## config.mk

```make
export PLATFORM = sky130hd
export DESIGN_NAME = sacf_ram
export DESIGN_NICKNAME = d
export VERILOG_FILES = /design/src/design/sacf_ram.sv
export SDC_FILE = /design/constraint.sdc
export NUM_CORES = 1
export LEC_CHECK = 0
export BUFFER_PORTS_ARGS = -buffer_cell sky130_fd_sc_hd__buf_2
export CAP_MARGIN = 20
export CORE_ASPECT_RATIO = 1.5
export CORE_MARGIN = 1.5
export CORE_UTILIZATION = 40
export DETAILED_ROUTE_END_ITERATION = 12
export SLEW_MARGIN = 10
export SYNTH_ARGS = -nofsm -noshare
export SYNTH_HDL_FRONTEND = slang
export SYNTH_SLANG_ARGS = --single-unit
```

## constraint.sdc

```tcl
create_clock -name clk -period 2.4 [get_ports clk]
set_input_delay 0.24 -clock clk [delete_from_list [all_inputs] [get_ports clk]]
set_output_delay 0.24 -clock clk [all_outputs]
set_load 0.01 [all_outputs]
```

## src/design/sacf_ram.sv

```systemverilog
// Generic single-port-write, single-port-read RAM with registered read data.
// No dependencies.
`default_nettype none

module sacf_ram #(
  parameter int WIDTH = 8,
  parameter int DEPTH = 16
) (
  input  wire logic                                   clk,
  input  wire logic                                   we,
  input  wire logic [(DEPTH > 1 ? $clog2(DEPTH) : 1)-1:0] waddr,
  input  wire logic [WIDTH-1:0]                       wdata,
  input  wire logic                                   re,
  input  wire logic [(DEPTH > 1 ? $clog2(DEPTH) : 1)-1:0] raddr,
  output logic      [WIDTH-1:0]                       rdata
);

  logic [WIDTH-1:0] mem [DEPTH];

  always_ff @(posedge clk) begin
    if (we) begin
      mem[waddr] <= wdata;
    end
    if (re) begin
      rdata <= mem[raddr];
    end
  end

endmodule

`default_nettype wire

```

==> summary.md <==
| Metric | Value |
|---|---|
| Status | `finished clean` |
| Max Clock Skew | `around 0.0043 ns` |
| Minimum clock period | `approximately 1.6 ns` |
| Hold depth | `1` |
| # setup viols final | `0` |
| Remaining DRCs | `0` |
| Setup TNS | `0 ns` |
| Final Cycle Share | `0.6459` |
| Antenna violations before repair | `0` |
| Port Buf Inserts | `26` |
| Via/cell ratio | `between 5 and 6` |
| Layout area overhead | `20.03%` |
| CP startpoint kind | `input pin` |
| Share of cells above drive strength 1 | `0.3188` |
| Slew HR | `0.4700` |
| Min-Delay Path Class | `input pin to register` |
| Worst r2r dst | `rdata[4]` |
| Most frequent cells in the layout | `136 x edfxtp_1, 26 x buf_2, 20 x buf_4` |
| Fmax | `between 600 and 700 MHz` |
| Worst r2r path cells | `3` |
| CTS tree | `yes` |
| Fillers | `around 1100` |
| GR Overflow Total | `0` |
| Hold Fails Final Rpt | `0` |
| H-tree Lvls | `4` |
| Hold Path Origin | `re` |
| Area of the multi-input gates | `1057 um^2` |
| Register Area | `around 4000 um^2` |
| Slew at the pin closest to its max-slew limit | `~0.8 ns` |
| DR WL/cell | `22.24 um` |
| Starting Density | `0.4056` |
| Post-route ant nets | `0` |
| FF-to-FF Start | `mem[0][4]` |
| Number of max-cap violations | `0` |
| Pleak | `2.130 nW` |
| CTS Sinks | `~140` |
| DP Wirelength | `~6900 um` |
| DR pass1 iterations | `4` |
| CP Data Required Time | `about 2.6 ns` |
| Die Area | `between 10000 and 15000 um^2` |
| # nets final | `~300` |
| GRT Overall Usage | `0.1659` |
| Synthesized cell area | `approximately 5200 um^2` |
| Root buf cell | `clkbuf_16` |
| Setup CP Type | `input pin to register` |
| Ranking of synthesized cells by area | `edfxtp_1 78%, mux4_2 7.8%, mux4_1 7.0%` |
| Hold buffers post-CTS | `0` |
| First-pass GRT wire length | `between 15000 and 20000 um` |
| Max Slew Vio Count | `0` |
| Worst R2R Setup Slack | `about 0.94 ns` |
| Pin count of the biggest net entering global routing | `20` |
| Clock latency on the worst-skew pair | `0.41 ns` |
| Worst VDD drop | `between 0.0004 and 0.0005 V` |
| DIE WIDTH | `96.34 um` |
| Synth area leader | `edfxtp_1` |
| CTS Buffer Depth | `2` |
| Nature of the critical path endpoint | `register` |
| Place WS | `~0.42 ns` |
| Post-CTS sizing | `0` |
| PwrDens | `906.8 nW/um^2` |
| Syn_nets | `248` |
| Post-synthesis sequential area ratio | `0.7812` |
| Unrepaired setup endpoints after global routing | `no` |
| Setup bufs post-CTS | `0` |
| Total number of vias | `between 2000 and 2500` |
| FF+latch count, synth | `136` |
| Hold EP | `rdata[5]` |
| Total I/O pin count | `27` |
| Core area | `between 10000 and 15000 um^2` |
| Avg Inst Size Synth | `22.83 um^2` |
| Post-synth cell types | `18` |
| CTS Buf Count | `17` |
| WP data arrival | `about 1.7 ns` |
| Ys Warns | `0` |
| Slack of the critical path | `approximately 0.85 ns` |
| Commonest non-fill, non-tap cell in the layout | `edfxtp_1` |
| Total power | `around 5.7 mW` |
| Die height | `about 140 um` |
| Crit path max fanout | `9` |
| Final wirelength | `between 10000 and 15000 um` |
| Clock slew at reported path FFs | `0.06 ns` |
| Share of the synthesized area in the top cell type | `0.7812` |
| N_diodes | `0` |
| Drt initial violations | `between 150 and 200` |
| Routability congestion estimate | `around 0.76` |
| Rows | `51` |
| Cells after Synth | `229` |
| Vias in the first global route | `2611` |
## where the power goes
group	internal, mW	total (mW)	leakage [nW]	switching, mW
sequential	2.68	2.69	1.24	0.0132
combinational	0.104	0.244	0.589	0.140
clock	1.83	2.76	0.305	0.926
## per-stage QoR
stage	cells	util	hold slack, ns	instance area (um^2)
4_1_cts	457	0.4868	0.1929	6275
5_1_grt	457	0.4868	0.1942	6275
3_3_place_gp	425	0.4376	0.6195	5640
2_1_floorplan	229	-	0.3389	5228
3_5_place_dp	425	0.4376	0.6192	5640
6_report	457	0.4868	0.2005	6275
## synth_stat cells
| master | n |
|---|---|
| nand2_1 | 9 |
| clkdlybuf4s25_2 | 3 |
| nand2b_1 | 2 |
| buf_4 | 1 |
| buf_2 | 3 |
| or3b_2 | 1 |
| mux4_1 | 14 |
| nor2_1 | 13 |
| nor2b_1 | 1 |
| nand3b_1 | 2 |
| nand3_1 | 1 |
| a22oi_1 | 16 |
| and2b_1 | 1 |
| edfxtp_1 | 136 |
| buf_6 | 3 |
| and2_1 | 1 |
| nor3_1 | 4 |
| mux4_2 | 18 |
## cell families after synthesis
family | synth area share
DFF | 0.7812
and+or+nand+nor | 0.03136
muxes | 0.1479
AOI/OAI and AO/OA | 0.02298
buffers and inverters | 0.01651
## critical path, cell delays in order
cell,delay (ns)
buf_2,0.28
buf_4,0.27
mux4_1,0.57
a22oi_1,0.26
nand2_1,0.08
## state kept, by name, summed over array words and instances, names as in the netlist
register / count
mem: 128
rdata: 8
## routing by layer
metal  vias to the layer above  GRT usage  part of all wire
met4                         0    0.08696             0.023
li1                       1090          -                 -
met3                        20    0.03248             0.044
met2                        77     0.2802              0.53
met1                      1260     0.1981              0.40
met5                         -          0                 0
## final cells by class
type                            instances  share of cell area
Sequential cell                       136              0.6508
Clock inverter                         14             0.03270
Clock buffer                           18             0.06839
Timing Repair Buffer                   47             0.04786
Tap cell                              159             0.03170
Multi-Input combinational cell         83              0.1685
## how the worst max path moves through the flow
stage / startpoint / end / slack, ns
2_1_floorplan: waddr[2] / mem[0][0] / 0.67
3_3_place_gp: raddr[0] / rdata[3] / 0.46
3_5_place_dp: raddr[0] / rdata[3] / 0.42
4_1_cts: raddr[0] / rdata[3] / 0.85
5_1_grt: raddr[0] / rdata[3] / 0.75
6_report: raddr[0] / rdata[3] / 0.85
(Power assumes the default switching activity.)
