==> config.mk <==
export PLATFORM = sky130hd
export DESIGN_NAME = sacf_cfg
export DESIGN_NICKNAME = d
export VERILOG_FILES = /design/src/design/sacf_pkg.sv /design/src/design/sacf_cfg.sv
export SDC_FILE = /design/constraint.sdc
export NUM_CORES = 1
export LEC_CHECK = 0
export ABC_AREA = 1
export BUFFER_PORTS_ARGS = -buffer_cell sky130_fd_sc_hd__buf_2
export CORE_MARGIN = 2
export CORE_UTILIZATION = 31
export CTS_CLUSTER_SIZE = 25
export DETAILED_ROUTE_END_ITERATION = 7
export MAX_ROUTING_LAYER = met4
export PLACE_DENSITY = 0.68
export SYNTH_ARGS = -nofsm -noshare
export SYNTH_HDL_FRONTEND = slang
export SYNTH_SLANG_ARGS = --single-unit
==> constraint.sdc <==
create_clock -name clk -period 0.9 [get_ports clk]
set_input_delay 0.18 -clock clk [delete_from_list [all_inputs] [get_ports clk]]
set_output_delay 0.18 -clock clk [all_outputs]
set_load 0.005 [all_outputs]
==> src/design/sacf_pkg.sv <==
// Shared types and constants for the set-associative cache tag store.
// No dependencies; used by sacf_cfg and set_assoc_cache_fifo_prefetch.
`default_nettype none

package sacf_pkg;

  // Parameter defaults for the top level.
  localparam int MAX_SETS_DEF   = 256;
  localparam int MAX_WAYS_DEF   = 8;
  localparam int ADDR_WIDTH_DEF = 48;

  // Configuration port geometry.
  localparam int APB_ADDR_W = 4;
  localparam int APB_DATA_W = 32;

  // Result item width: hit, reads, write flag and four 32-bit totals, padded to bytes.
  localparam int CNT_W    = 32;
  localparam int OUT_BITS = 4 + 4 * CNT_W;
  localparam int OUT_TW   = ((OUT_BITS + 7) / 8) * 8;

  // Register values after reset.
  localparam logic [3:0] OFFSET_BITS_RST = 4'd6;
  localparam logic [3:0] SET_BITS_RST    = 4'd0;
  localparam logic [3:0] WAYS_USED_RST   = 4'd1;
  localparam logic       PREFETCH_RST    = 1'b0;

  typedef struct packed {
    logic [3:0] offset_bits;
    logic [3:0] set_bits;
    logic [3:0] ways_used;
    logic       prefetch_enable;
  } cfg_t;

endpackage

`default_nettype wire

==> src/design/sacf_cfg.sv <==
// Configuration register file behind a simple APB-style port.
// Depends on sacf_pkg for the register struct and reset values.
`default_nettype none

module sacf_cfg (
  input  wire logic                            clk,
  input  wire logic                            rst,
  input  wire logic                            psel,
  input  wire logic                            penable,
  input  wire logic                            pwrite,
  input  wire logic [sacf_pkg::APB_ADDR_W-1:0] paddr,
  input  wire logic [sacf_pkg::APB_DATA_W-1:0] pwdata,
  output logic      [sacf_pkg::APB_DATA_W-1:0] prdata,
  output logic                                 pready,
  output sacf_pkg::cfg_t                       cfg
);

  typedef enum logic [1:0] {
    REG_OFFSET   = 2'd0,
    REG_SETS     = 2'd1,
    REG_WAYS     = 2'd2,
    REG_PREFETCH = 2'd3
  } reg_idx_t;

  reg_idx_t idx;
  logic     wr_en;

  assign idx    = reg_idx_t'(paddr[3:2]);
  assign wr_en  = psel && penable && pwrite && pready;
  assign pready = 1'b1;

  always_ff @(posedge clk) begin
    if (rst) begin
      cfg.offset_bits     <= sacf_pkg::OFFSET_BITS_RST;
      cfg.set_bits        <= sacf_pkg::SET_BITS_RST;
      cfg.ways_used       <= sacf_pkg::WAYS_USED_RST;
      cfg.prefetch_enable <= sacf_pkg::PREFETCH_RST;
    end else if (wr_en) begin
      unique case (idx)
        REG_OFFSET:   cfg.offset_bits     <= pwdata[3:0];
        REG_SETS:     cfg.set_bits        <= pwdata[3:0];
        REG_WAYS:     cfg.ways_used       <= pwdata[3:0];
        REG_PREFETCH: cfg.prefetch_enable <= pwdata[0];
      endcase
    end
  end

  always_comb begin
    unique case (idx)
      REG_OFFSET:   prdata = {28'd0, cfg.offset_bits};
      REG_SETS:     prdata = {28'd0, cfg.set_bits};
      REG_WAYS:     prdata = {28'd0, cfg.ways_used};
      REG_PREFETCH: prdata = {31'd0, cfg.prefetch_enable};
    endcase
  end

endmodule

`default_nettype wire
==> metrics <==
outcome=finished, violations left; failing checks=setup timing; asr flop ratio synth=0%; H-tree depth=1; area share of the largest cell type after synthesis=29.76%; VDD IR-drop max=645.8 µV; clock skew=0 ns; Die Area=3262 µm²; detailed-route via count=865; Root Buffer=clkbuf_4; Net Sw Power=380.5 µW; Core Util, Final=44.92%; Starting Density=32.27%; Die Y=57.12 µm; synth unique cells=14; Top FF cell, synth=dfxtp_1; Cell Area, Placed=1001 µm²; fin crit share=123.2%; GPL Wtd Cong=0.7450; WL/cell=10.18 µm; ant diodes=0; WHS Path Cells=3; cell accounting for the most synthesized area=dfxtp_1; Worst Path Arrival=0.93 ns; Cell Area, Synth=874.6 µm²; sequential power share=47.7%; CP startpoint=cfg[5]; first-pass GRT wire length=3201 µm; port bufs=27; path depth of the worst reg2reg path=5; TritonRoute pass-1 iters=4; drt total wl=2149 µm; Clock transition at path regs=0.09 ns; biggest regs=cfg x13; crit path cell chain=nand2_2, nand4_1, buf_2; Area contributors post-synth=dfxtp_1 (30%), buf_4 (26%), nand2_1 (15%); Final Hold Fails=0; Overflow after GRT=0; Largest register FFs=13; CTS Hold Buffers Added=0; GRT Overall Usage=13.23%; core region area=2710 µm²; kind of critical path=reg2out; CP startpoint kind=flip-flop; Syn Area/Cell=6.478 µm²; Worst Path Buf+Inv=1; sequential share of the synthesized area=29.76%; FF-to-FF Start=cfg[10]; Post-Layout Cell Count=211; Worst EP required=0.72 ns; Clock Power Share=31.6%; final setup margin=-0.2092 ns; vias in the first global route=740; antenna-violating nets left=0; post-DP HPWL=1460 µm; static leakage=0.6559 nW; pwr/cell area=1033 nW/µm²; Ports=87; largest net degree at the start of global routing=14; most common cell in the netlist=nand2_1; Tot Pwr=1.258 mW; via/cell ratio=4.100; Placed Cells=198; num rows=19; minimum clock period=1.109 ns; die width=57.12 µm; Worst R2R Setup Slack=0.01 ns; total CTS buffers=3; initial antenna violation count=0; Max Fclk=0.9016 GHz; CP Capture Type=output pin; delay-heaviest family, CP=flip-flops; post-synthesis register bit count=13; clk_lat worst skew=0.30 ns; CP max FO=3; Ys Warns=0; Most flops, register=cfg; Syn Inst Count=135; Hold Slack=0.1081 ns; RSZ-0062 raised after global routing=true; initial drt markers=9; TritonCTS clock tree=built; nets@finish=222; share of cells above drive strength 1=41.67%; MaxCap Viol Count=0; Final Max Tran Viols=0; Final setup viols=17; Clock Tree Buf Depth=2; Synth top cells by count=nand2_1 (34), buf_4 (30), nor2_1 (23), nand3_1 (17), dfxtp_1 (13); cell area after layout=1217 µm²; max incr delay on CP=0.35 ns; Internal Power=877.1 µW; Comb pwr share=20.7%; Crit-path slowest cell=dfxtp_2; HP Start=pwdata[0]; number of synthesized flops with an enable pin=0; HP Class=in2reg; DRC Markers=0; Area growth syn-to-layout=39.20%; switching share of total power=30.25%; WP depth=3; Num Clock Sinks=13
[tightest hold or removal path: cells and delay by family]
kind	cells	cell delay (ns)
AND/OR/NAND/NOR	2	0.11
buffers and inverters	1	0.09
[final cells by class]
cell class | instances | area [µm²]
fill | 291 | 1493
multi-input combinational | 109 | 480.5
timing repair buffer | 45 | 361.6
sequential | 13 | 276.5
tap | 31 | 38.79
inverter | 9 | 33.78
clock buffer | 4 | 26.28
[final timing paths]
path / end
setup / recovery: prdata[0]
hold reg to reg: cfg[3]
hold / removal: cfg[1]
setup reg to reg: cfg[10]
[per-stage QoR]
| step | TNS, ns | worst slack, ns |
|---|---|---|
| after detailed placement | -1.178 | -0.1482 |
| after global placement | -1.023 | -0.1336 |
| after CTS | -1.384 | -0.2049 |
| after global routing | -2.121 | -0.2657 |
| final | -1.550 | -0.2092 |
| after floorplan | 0 | 0.09706 |
[power groups by stage]
stage          registers (mW)  clock network, mW  logic, mW
2_1_floorplan           0.610                  0      0.209
3_3_place_gp            0.609                  0      0.220
3_5_place_dp            0.610                  0      0.221
4_1_cts                 0.598              0.395      0.238
5_1_grt                 0.602              0.432      0.292
6_report                0.600              0.398      0.260
[layout by cell type, fill, tap and decap left out, types with 2 or more instances in the layout]
cell / synthesis / final
nand3_2: 0 / 2
buf_6: 0 / 15
nor2_1: 23 / 23
conb_1: 2 / 29
buf_4: 30 / 11
nor2_4: 2 / 2
nand2_2: 0 / 7
inv_2: 2 / 2
buf_2: 0 / 18
nand3_1: 17 / 15
inv_1: 7 / 7
clkbuf_4: 0 / 3
nand2_1: 34 / 27
dfxtp_2: 0 / 13
[logic make-up (layout without fill, tap and decap cells)]
group / count (synthesis) / count (layout) / synth area share [%]
AOI/OAI and AO/OA: 2 / 2 / 1.143
buffers and inverters: 40 / 58 / 30.04
DFF: 13 / 13 / 29.76
other: 2 / 29 / 0.8587
and+or+nand+nor: 78 / 78 / 38.20
[timing repair]
item	CTS	global route
pin swaps	3	3
setup buffers	6	3
endpoints found under the setup margin	17	17
gates resized for setup	20	19
[metal layers]
metal	wire, µm	track usage [%]	share of wire (%)	up-vias
li1	-	-	-	446
met1	905	15.59	42	386
met2	1068	21.51	50	30
met3	135	2.948	6.3	3
met4	40	5.980	1.9	0
met5	0	-	0	-
No activity file was read; power rests on OpenSTA's default activity.
