### src/design/sacf_lookup.sv
// Way compare and FIFO fill logic on one set row of the tag memory.
// No package dependencies; instantiated by set_assoc_cache_fifo_prefetch.
`default_nettype none

module sacf_lookup #(
  parameter int MAX_WAYS   = 8,
  parameter int ADDR_WIDTH = 48
) (
  input  wire logic [MAX_WAYS + (MAX_WAYS > 1 ? $clog2(MAX_WAYS) : 1)
                     + MAX_WAYS * ADDR_WIDTH - 1:0] row,
  input  wire logic [ADDR_WIDTH-1:0]               tag,
  input  wire logic [$clog2(MAX_WAYS + 1)-1:0]     n_ways,
  output logic                                     hit,
  output logic      [MAX_WAYS + (MAX_WAYS > 1 ? $clog2(MAX_WAYS) : 1)
                     + MAX_WAYS * ADDR_WIDTH - 1:0] row_next
);

  localparam int PW   = (MAX_WAYS > 1) ? $clog2(MAX_WAYS) : 1;
  localparam int WCW  = $clog2(MAX_WAYS + 1);
  localparam int TAGS = MAX_WAYS * ADDR_WIDTH;

  // Row layout, low to high: tags of all ways, FIFO pointer, valid bits.
  logic [ADDR_WIDTH-1:0] tags [MAX_WAYS];
  logic [MAX_WAYS-1:0]   valid;
  logic [PW-1:0]         ptr;
  logic [MAX_WAYS-1:0]   match_v;
  logic [MAX_WAYS-1:0]   inv_v;
  logic                  found;
  logic                  first_hit;
  logic [PW-1:0]         first_way;
  logic [PW-1:0]         fifo_way;
  logic [WCW-1:0]        ptr_inc;
  logic [PW-1:0]         fill_way;
  logic [PW-1:0]         ptr_new;

  always_comb begin
    for (int w = 0; w < MAX_WAYS; w++) begin
      tags[w]    = row[w*ADDR_WIDTH +: ADDR_WIDTH];
      match_v[w] = (WCW'(w) < n_ways) && row[TAGS + PW + w] &&
                   (row[w*ADDR_WIDTH +: ADDR_WIDTH] == tag);
      inv_v[w]   = (WCW'(w) < n_ways) && !row[TAGS + PW + w];
    end
    valid = row[TAGS + PW +: MAX_WAYS];
    ptr   = row[TAGS +: PW];

    // The scan stops at the first way that either matches or is empty.
    found     = 1'b0;
    first_hit = 1'b0;
    first_way = '0;
    for (int w = 0; w < MAX_WAYS; w++) begin
      if (!found && (match_v[w] || inv_v[w])) begin
        found     = 1'b1;
        first_hit = match_v[w];
        first_way = PW'(w);
      end
    end
    hit = found && first_hit;

    // A pointer left over from a larger way count selects way zero.
    fifo_way = (WCW'(ptr) >= n_ways) ? '0 : ptr;
    ptr_inc  = WCW'(fifo_way) + WCW'(1);
    if (found) begin
      fill_way = first_way;
      ptr_new  = ptr;
    end else begin
      fill_way = fifo_way;
      ptr_new  = (ptr_inc >= n_ways) ? '0 : PW'(ptr_inc);
    end

    row_next = row;
    if (!hit) begin
      for (int w = 0; w < MAX_WAYS; w++) begin
        if (PW'(w) == fill_way) begin
          row_next[w*ADDR_WIDTH +: ADDR_WIDTH] = tag;
          row_next[TAGS + PW + w]              = 1'b1;
        end else begin
          row_next[w*ADDR_WIDTH +: ADDR_WIDTH] = tags[w];
          row_next[TAGS + PW + w]              = valid[w];
        end
      end
      row_next[TAGS +: PW] = ptr_new;
    end
  end

endmodule

`default_nettype wire

### config.mk
export PLATFORM = sky130hd
export DESIGN_NAME = sacf_lookup
export DESIGN_NICKNAME = d
export VERILOG_FILES = /design/src/design/sacf_lookup.sv
export SDC_FILE = /design/constraint.sdc
export NUM_CORES = 1
export LEC_CHECK = 0
export ABC_AREA = 1
export BUFFER_PORTS_ARGS = -buffer_cell sky130_fd_sc_hd__buf_4
export CAP_MARGIN = 30
export CORE_AREA = 2 2 333 335
export DETAILED_ROUTE_END_ITERATION = 8
export DIE_AREA = 0 0 335 337
export SYNTH_ARGS = -nofsm -noshare
export SYNTH_HDL_FRONTEND = slang
export SYNTH_SLANG_ARGS = --single-unit
### constraint.sdc
create_clock -name vclk -period 4.6
set_input_delay 0.92 -clock vclk [all_inputs]
set_output_delay 0.92 -clock vclk [all_outputs]
set_load 0.02 [all_outputs]
==> results.sh, run 1 <==
export IMPL_outcome="finished with violations"
export IMPL_violations="setup timing"
export IMPL_grt_max_degree=34
export IMPL_switching_share_pct=57.2
export IMPL_dr_pass1_iters=7
export IMPL_rsz0062_at_grt="true"
export IMPL_seq_area_sq_um=0
export IMPL_yosys_warnings=0
export IMPL_max_slew_worst_pin_slew_ns=0.840
export IMPL_track_usage_pct=30.7
export IMPL_internal_power_uw=2150
export IMPL_multi_input_area_sq_um=13800
export IMPL_gr_total_overflow=0
export IMPL_detail_route_antenna_nets=0
export IMPL_synth_mux_area_share_pct=0
export IMPL_yosys_area_share_xor_xnor_pct=7.70
export IMPL_cp_start_kind="input port"
export IMPL_crit_chain="buf_4, inv_6, buf_12, or2_1, nand3_1, nor3_1, nand2_2, nor2_2, a21oi_2, inv_2, nor2_4, buf_6, nand2_4, nor2_4, nor2_4, buf_6, nand3_4, buf_12, buf_16, nand2_4, nand2_2, buf_6"
export IMPL_wire_per_inst_um=33.0
export IMPL_max_freq_mhz=212
export IMPL_worst_setup_path_type="in -> out"
export IMPL_crit_fanout=7
export IMPL_dpl_hpwl_um=151000
export IMPL_layout_common_cells="1,174 x buf_4, 1,070 x nand2_1, 443 x nand4_1"
export IMPL_period_share_pct=102
export IMPL_p_switching_uw=2870
export IMPL_cp_slowest_cell="nor3_1"
export IMPL_setup_viol=303
export IMPL_period_needed_ns=4.71
export IMPL_report_power_total_uw=5030
export IMPL_path_buf_inv=9
export IMPL_flops_and_latches=0
export IMPL_grt_pass1_vias=26200
export IMPL_p_clk_share_pct=0
export IMPL_syn_avg_cell_area_sq_um=4.78
export IMPL_critPathCaptureType="output pin"
export IMPL_drtIter0Drc=3230
export IMPL_synth_top_family_by_area="simple AND/OR/NAND/NOR gates"
export IMPL_layout_commonest_cell="buf_4"
export IMPL_clkbuf_count=0
export IMPL_area_growth_pct=133
export IMPL_io_pins=843
export IMPL_p_seq_share_pct=0
export IMPL_start_util_pct=12.9
export IMPL_fillers=12000
export IMPL_max_stage_delay_ns=0.24
export IMPL_num_vias=28500
export IMPL_drc=0
export IMPL_synthDistinctLibCells=47
export IMPL_cap_violations=0
export IMPL_synth_adder_area_share_pct=0.710
export IMPL_synth_fp_nets=3402
export IMPL_nNetsFinal=4781
export IMPL_synth_compound_area_share_pct=5.88
export IMPL_hold_viol=0
export IMPL_cts_hold_buffers=0
export IMPL_die_w_um=335
export IMPL_syn_cell_area_sq_um=14100
export IMPL_core_sq_um=110000
export IMPL_hold_path_class="in -> out"
export IMPL_crit_required_ns=3.68
export IMPL_rows=122
export IMPL_cp_top_family="simple AND/OR/NAND/NOR gates"
export IMPL_routed_wl_um=190000
export IMPL_postLayoutSetupSlackWorst_ns=-0.108
export IMPL_fin_area_sq_um=32800
export IMPL_leakage_uw=0.0170
export IMPL_synthCells=2947
export IMPL_via_per_inst=4.95
export IMPL_p_per_area_nw_per_um2=153
export IMPL_timing_hold_ws_ns=2.15
export IMPL_p_comb_share_pct=100.0
export IMPL_slew_viol_final=0
export IMPL_placed_cell_area_sq_um=26600
export IMPL_crit_arrival_ns=3.79
export IMPL_place_gp_congestion=0.990
export IMPL_portBuffers=843
export IMPL_layout_drive_gt1_share_pct=49.3
export IMPL_die_area_sq_um=113000
export IMPL_grt_pass1_wl_um=236000
export IMPL_max_slew_margin_pct=43.8
export IMPL_vdd_ir_drop_max_uv=62.3
export IMPL_synth_simple_area_share_pct=69.7
export IMPL_die_y_um=337
export IMPL_antenna_found_initial=43
export IMPL_ys_seq_area_share_pct=0
[path summary, 6_finish.rpt]
check / start / cells after the start / endpoint
setup / recovery: tag[21] / 22 / row_next[268]
hold / removal: row[171] / 4 / row_next[171]
[power by group through the flow]
stage               sequential [uW]  clock (uW)  combinational [uW]
finish                            0    0.000333                5030
global route                      0    0.000116                5190
CTS                               0           0                4550
detailed placement                0           0                4030
global placement                  0           0                4030
floorplan                         0           0                1620
[routing by layer]
layer	up-vias	part of all wire, %	GRT usage (%)
met5	-	0.21	0
met2	2040	44	50.9
met4	64	7.2	13.9
met3	572	9.1	6.14
met1	13400	39	38.2
li1	12500	-	-
[synthesized netlist by cell type (6+ instances only)]
master / count / area [sq um]
a21oi_1: 8 / 40.0
buf_2: 164 / 821
buf_4: 55 / 413
buf_6: 6 / 67.6
clkbuf_1: 25 / 93.8
ha_1: 8 / 100
inv_1: 190 / 713
inv_2: 34 / 128
nand2_1: 1353 / 5080
nand3_1: 41 / 205
nand3_2: 10 / 100
nand4_1: 443 / 2770
nor2_1: 228 / 856
nor3_1: 28 / 140
nor3b_1: 6 / 45.0
nor4_1: 12 / 75.1
nor4b_1: 6 / 52.6
o2111ai_1: 10 / 87.6
o21ai_0: 66 / 330
o21ai_1: 19 / 95.1
o22ai_1: 16 / 100
or2_1: 16 / 100
or2_2: 34 / 213
xnor2_1: 63 / 552
xor2_1: 61 / 534
[layout make-up]
type	instances	share of cell area, %
antenna	12	0.0915
inverter	226	2.97
multi-input combinational	2468	42.0
tap	1426	5.44
timing repair buffer	1629	49.5
timing repair inverter	1	0.0343
[kinds of logic (layout without fill, tap and decap cells)]
family,Yosys count,after routing
AOI/OAI and AO/OA,136,136
adders and majority gates,8,8
buffers and inverters,479,1856
other,0,12
and+or+nand+nor,2200,2200
xor gates and xnor gates,124,124
[metrics by stage]
| stage | instances | utilization (%) | setup TNS [ns] | setup WS, ns |
|---|---|---|---|---|
| after floorplan | 2947 | - | 0 | 0.230 |
| after global placement | 5579 | 24.3 | -161.32 | -0.585 |
| after detailed placement | 5579 | 24.3 | -162.35 | -0.585 |
| after CTS | 5689 | 27.4 | -1.35 | -0.0742 |
| after global routing | 5754 | 29.9 | -46.79 | -0.202 |
| final | 5762 | 29.9 | -11.55 | -0.108 |
[timing repair]
action,in CTS,in global routing
gates cloned,30,39
setup buffers,81,35
pin swaps,107,171
endpoints found under the setup margin,393,396
gates resized for setup,459,532
endpoints found under the hold margin,0,0
No activity file was read; power rests on OpenSTA's default activity.
==> inputs of run 2 (changes only) <==
Settings changed: ABC_AREA 1 to 0, CORE_AREA 2 2 333 335 to 2 2 329 331, DIE_AREA 0 0 335 337 to 0 0 331 333.
==> run 2 against run 1 <==
The run still ends with setup timing left. Die area fell by 2.4%. Synthesized cell count is 60% lower. Final area shrank 21%. Largest cell class unchanged. Fmax down 13%. Final cell count fell by 33%.
==> results.sh, run 2 <==
export IMPL_place_ws_ns=-1.46
export IMPL_synth_area_leaders="mux2_2 33%, xnor2_1 23%, xor2_1 8.1%, mux2_4 5.3%, mux2_1 4.8%"
export IMPL_start_util_pct=9.61
export IMPL_place_gp_congestion=1.00
export IMPL_synthCells=1166
export IMPL_synth_fp_nets=1621
export IMPL_path_buf_inv=7
export IMPL_die_area_sq_um=110000
export IMPL_seq_area_sq_um=0
export IMPL_wire_per_inst_um=37.1
export IMPL_p_per_area_nw_per_um2=142
export IMPL_grt_pass1_vias=15500
export IMPL_multi_input_area_sq_um=11100
export IMPL_hold_path_class="in -> out"
export IMPL_grt_pass1_wl_um=170000
export IMPL_cp_slowest_cell="or4_4"
export IMPL_drtIter0Drc=886
export IMPL_yosysMostFrequentCell="mux2_2"
export IMPL_cp_start_kind="input port"
export IMPL_max_freq_mhz=184
export IMPL_worst_setup_path_type="in -> out"
export IMPL_cts_hold_buffers=0
export IMPL_wl_met3_um=12000
export IMPL_placed_cells=3748
export IMPL_vdd_ir_drop_max_uv=64.7
export IMPL_io_pins=843
export IMPL_layout_commonest_cell="buf_4"
export IMPL_fin_setup_tns_ns=-267.70
export IMPL_layout_common_cells="1,051 x buf_4, 217 x buf_6, 215 x xnor2_1"
export IMPL_met1_length_um=59200
export IMPL_via_per_inst=4.07
export IMPL_crit_required_ns=3.68
export IMPL_ys_seq_area_share_pct=0
export IMPL_grt_max_degree=26
export IMPL_syn_avg_cell_area_sq_um=8.79
export IMPL_wl_met2_um=65700
export IMPL_crit_chain="buf_4, buf_12, buf_4, xnor2_4, nand4_1, or4_4, nor4_4, and4bb_2, or4b_4, o21ai_4, buf_6, nor3_4, buf_12, clkbuf_16, mux2_2, buf_4"
export IMPL_routed_wl_um=142000
export IMPL_max_slew_worst_pin_slew_ns=0.551
export IMPL_die_y_um=333
export IMPL_portBuffers=843
export IMPL_final_cells=3839
export IMPL_layout_drive_gt1_share_pct=78.3
export IMPL_leakage_uw=0.0116
export IMPL_postLayoutSetupSlackWorst_ns=-0.824
export IMPL_slew_viol_final=0
export IMPL_die_w_um=331
export IMPL_max_stage_delay_ns=0.49
export IMPL_cp_top_family="simple AND/OR/NAND/NOR gates"
export IMPL_area_growth_pct=153
export IMPL_ys_top_cells_by_count="304 x mux2_2, 274 x xnor2_1, 95 x xor2_1, 71 x nand4_1, 58 x buf_2"
export IMPL_cap_violations=0
export IMPL_synth_top_area_share_pct=33.4
export IMPL_nNetsFinal=2879
export IMPL_drc=0
export IMPL_synth_top_cell_by_area="mux2_2"
export IMPL_rows=120
export IMPL_max_slew_margin_pct=63.0
export IMPL_antenna_found_initial=62
export IMPL_crit_arrival_ns=4.50
export IMPL_core_sq_um=107000
export IMPL_hold_viol=0
export IMPL_gr_total_overflow=0
export IMPL_track_usage_pct=24.0
export IMPL_fillers=11600
export IMPL_dr_pass1_iters=5
export IMPL_yosys_warnings=0
export IMPL_violations="setup timing"
export IMPL_cpMostUsedCell="buf_4"
export IMPL_clkbuf_count=0
export IMPL_setup_viol=395
export IMPL_period_share_pct=118
export IMPL_critPathCaptureType="output pin"
export IMPL_dpl_hpwl_um=121000
export IMPL_rsz0062_at_grt="true"
export IMPL_period_needed_ns=5.42
export IMPL_outcome="finished with violations"
export IMPL_crit_fanout=12
export IMPL_routed_top_layer="met5"
export IMPL_detail_route_antenna_nets=0
export IMPL_flops_and_latches=0
export IMPL_syn_cell_area_sq_um=10200
export IMPL_num_vias=15600
export IMPL_synthDistinctLibCells=50
-- run 2: cell count changes after synthesis, sizes merged, moves of 34 or more --
| cell | before | now |
|---|---|---|
| nand2 | 1357 | 12 |
| nand3 | 51 | 10 |
| or2 | 55 | 11 |
| o21ai | 85 | 12 |
| inv | 225 | 18 |
| mux2 | 0 | 384 |
| nor2 | 236 | 11 |
| nand4 | 444 | 71 |
| buf | 228 | 96 |
| xnor2 | 63 | 274 |
| xor2 | 61 | 95 |
-- run 2: area by class of cell --
type,instances,share of cell area [%]
Inverter,18,0.261
Multi-Input combinational cell,1010,42.7
Timing Repair Buffer,1394,50.1
Tap cell,1403,6.78
Antenna cell,14,0.135
-- run 2: through the flow --
step	hold WS, ns	total power (uW)	util [%]	area [sq um]
CTS	2.17	3450	22.7	24200
global route	2.18	3790	24.3	25900
finish	2.17	3670	24.3	25900
floorplan	1.98	1280	-	10300
global placement	2.17	3170	20.5	21800
detailed placement	2.17	3160	20.5	21800
-- run 2: layer usage --
metal | track usage, % | up-vias
li1 | - | 6678
met1 | 30.2 | 7697
met2 | 39.8 | 919
met3 | 6.73 | 238
met4 | 5.97 | 82
met5 | 0 | -
-- run 2: logic make-up (layout without fill, tap and decap cells) --
group | after synthesis | in the layout | synth area share (%)
AOI/OAI and AO/OA | 46 | 46 | 3.30
xor gates and xnor gates | 369 | 369 | 31.5
adders and majority gates | 8 | 8 | 0.977
buffers and inverters | 156 | 1412 | 8.14
muxes | 384 | 384 | 43.5
other | 0 | 14 | 0
and+or+nand+nor | 203 | 203 | 12.5
-- run 2: path summary, 6_finish.rpt --
path,slack (ns),endpoint,from,cells past startpoint
worst max-delay path,-0.82,row_next[145],tag[11],16
worst min-delay path,2.17,row_next[222],row[222],3
-- run 2: power breakdown --
group          total [uW]  internal, uW  leakage [uW]  switching, uW
logic                3670          1800        0.0116           1870
clock network    0.000322      0.000322  0.0000000855              0
registers               0             0             0              0
total                3670          1800        0.0116           1870
-- run 2: what timing repair did --
| item | CTS | global route |
|---|---|---|
| setup endpoints to repair | 396 | 396 |
| gates resized for setup | 366 | 276 |
| pin swaps | 60 | 56 |
| buffers inserted | 36 | 27 |
| cloned | 11 | 9 |
-- run 2: tightest hold or removal path, stage by stage --
cell and delay (ns):
buf_4 0.09, mux2_4 0.13, buf_6 0.11
==> inputs of run 3 (changes only) <==
Settings changed: CORE_AREA 2 2 329 331 to 3 3 330 332, DIE_AREA 0 0 331 333 to 0 0 333 335.
==> run 3 against run 2 <==
The flow still finishes with violations (setup timing). Largest cell class unchanged. Total power is 1.4% higher. Final cell count hardly changed. Critical path depth is 1 higher.
==> results.sh, run 3 (synthesized netlist as in run 2, its figures left out) <==
export IMPL_violations="setup timing"
export IMPL_antenna_found_initial=61
export IMPL_via_per_inst=3.99
export IMPL_die_y_um=335
export IMPL_num_vias=15300
export IMPL_core_sq_um=107000
export IMPL_seq_area_sq_um=0
export IMPL_placed_cell_area_sq_um=21500
export IMPL_rsz0062_at_grt="true"
export IMPL_period_share_pct=120
export IMPL_flops_and_latches=0
export IMPL_hold_path_class="in -> out"
export IMPL_hold_viol=0
export IMPL_endpoint="row_next[259]"
export IMPL_track_usage_pct=23.7
export IMPL_cp_slowest_cell="or4b_4"
export IMPL_grt_pass1_vias=15900
export IMPL_max_slew_worst_pin_slew_ns=0.600
export IMPL_rows=120
export IMPL_critPathCaptureType="output pin"
export IMPL_place_ws_ns=-1.61
export IMPL_place_gp_congestion=1.01
export IMPL_gr_total_overflow=0
export IMPL_grt_pass1_wl_um=173000
export IMPL_drc=0
export IMPL_wire_per_inst_um=37.0
export IMPL_grt_use_met3_pct=8.83
export IMPL_cp_start_kind="input port"
export IMPL_vdd_ir_drop_max_uv=55.1
export IMPL_gr_max_usage_layer="met2"
export IMPL_cts_hold_buffers=0
export IMPL_p_per_area_nw_per_um2=143
export IMPL_fillers=11600
export IMPL_portBuffers=843
export IMPL_area_growth_pct=153
export IMPL_crit_fanout=18
export IMPL_dr_pass1_iters=5
export IMPL_nNetsFinal=2864
export IMPL_grt_use_met2_pct=39.6
export IMPL_die_area_sq_um=112000
export IMPL_max_freq_mhz=180
export IMPL_cap_violations=0
export IMPL_outcome="finished with violations"
export IMPL_detail_route_antenna_nets=0
export IMPL_leakage_uw=0.0116
export IMPL_max_slew_margin_pct=59.7
export IMPL_layout_common_cells="987 x buf_4, 279 x buf_6, 225 x xnor2_1, 225 x mux2_4, 143 x mux2_2"
export IMPL_period_needed_ns=5.54
export IMPL_max_stage_delay_ns=0.49
export IMPL_io_pins=843
export IMPL_clkbuf_count=0
export IMPL_crit_start="row[155]"
export IMPL_crit_chain="buf_12, xnor2_4, nand4_1, buf_6, nor4_4, buf_4, nand4_1, buf_6, and4bb_1, or4b_4, buf_6, or3_4, nor3_4, buf_12, buf_16, mux2_2, buf_4"
export IMPL_crit_arrival_ns=4.62
export IMPL_routed_wl_um=142000
export IMPL_setup_viol=395
export IMPL_drtIter0Drc=908
export IMPL_crit_required_ns=3.68
export IMPL_fin_area_sq_um=26000
export IMPL_cpMostUsedCell="buf_6"
export IMPL_multi_input_area_sq_um=11200
export IMPL_slew_viol_final=0
export IMPL_start_util_pct=9.61
export IMPL_grt_max_degree=32
export IMPL_die_w_um=333
export IMPL_layout_commonest_cell="buf_4"
export IMPL_postLayoutSetupSlackWorst_ns=-0.942
export IMPL_use_met1_pct=28.7
export IMPL_layout_drive_gt1_share_pct=77.7
export IMPL_worst_setup_path_type="in -> out"
export IMPL_dpl_hpwl_um=120000
## run 3: cell count changes in the layout (fill, tap and decap cells not counted), sizes merged
cell / before / now
clkbuf: 9 / 8
buf: 1385 / 1371
diode: 14 / 26
## run 3: worst min-delay path by stage
stage / start / to / slack (ns) / cells after the start
2_1_floorplan: row[388] / row_next[388] / 1.98 / 1
3_3_place_gp: row[94] / row_next[94] / 2.17 / 3
3_5_place_dp: row[169] / row_next[169] / 2.17 / 3
4_1_cts: row[109] / row_next[109] / 2.17 / 3
5_1_grt: row[139] / row_next[139] / 2.18 / 3
6_report: row[30] / row_next[30] / 2.17 / 3
## run 3: stage by stage
step / TNS [ns] / hold slack (ns) / instances / util [%] / power, uW
final: -314.87 / 2.17 / 3836 / 24.4 / 3720
after global routing: -343.93 / 2.18 / 3811 / 24.3 / 3850
after CTS: -308.71 / 2.17 / 3786 / 23.2 / 3580
after detailed placement: -555.39 / 2.17 / 3729 / 20.2 / 3130
after global placement: -748.77 / 2.17 / 3728 / 20.2 / 3140
after floorplan: 0 / 1.98 / 1166 / - / 1280
## run 3: routing by layer
layer  vias to the layer above  wire [um]
met2                       882      65400
met1                      7517      58400
met4                        56       4680
met3                       215      13000
li1                       6654          -
met5                         -        358
## run 3: final cells by class
type	count	share of cell area, %
antenna	26	0.251
timing repair buffer	1379	49.5
multi-input combinational	1010	43.2
inverter	18	0.260
tap	1403	6.76
## run 3: critical path, delay by kind of cell
family | cells | cell delay (ns)
buffers and inverters | 8 | 1.27
XOR/XNOR | 1 | 0.17
AND/OR/NAND/NOR | 7 | 1.80
multiplexers | 1 | 0.39
## run 3: power breakdown
group	internal, uW	switching [uW]
Clock	0.000645	0
Combinational	1830	1890
Sequential	0	0
## run 3: repair_timing
action | in CTS | in global routing
setup buffers | 50 | 18
cloned | 13 | 8
endpoints found under the setup margin | 396 | 396
resized for setup | 537 | 193
pin swaps | 40 | 28
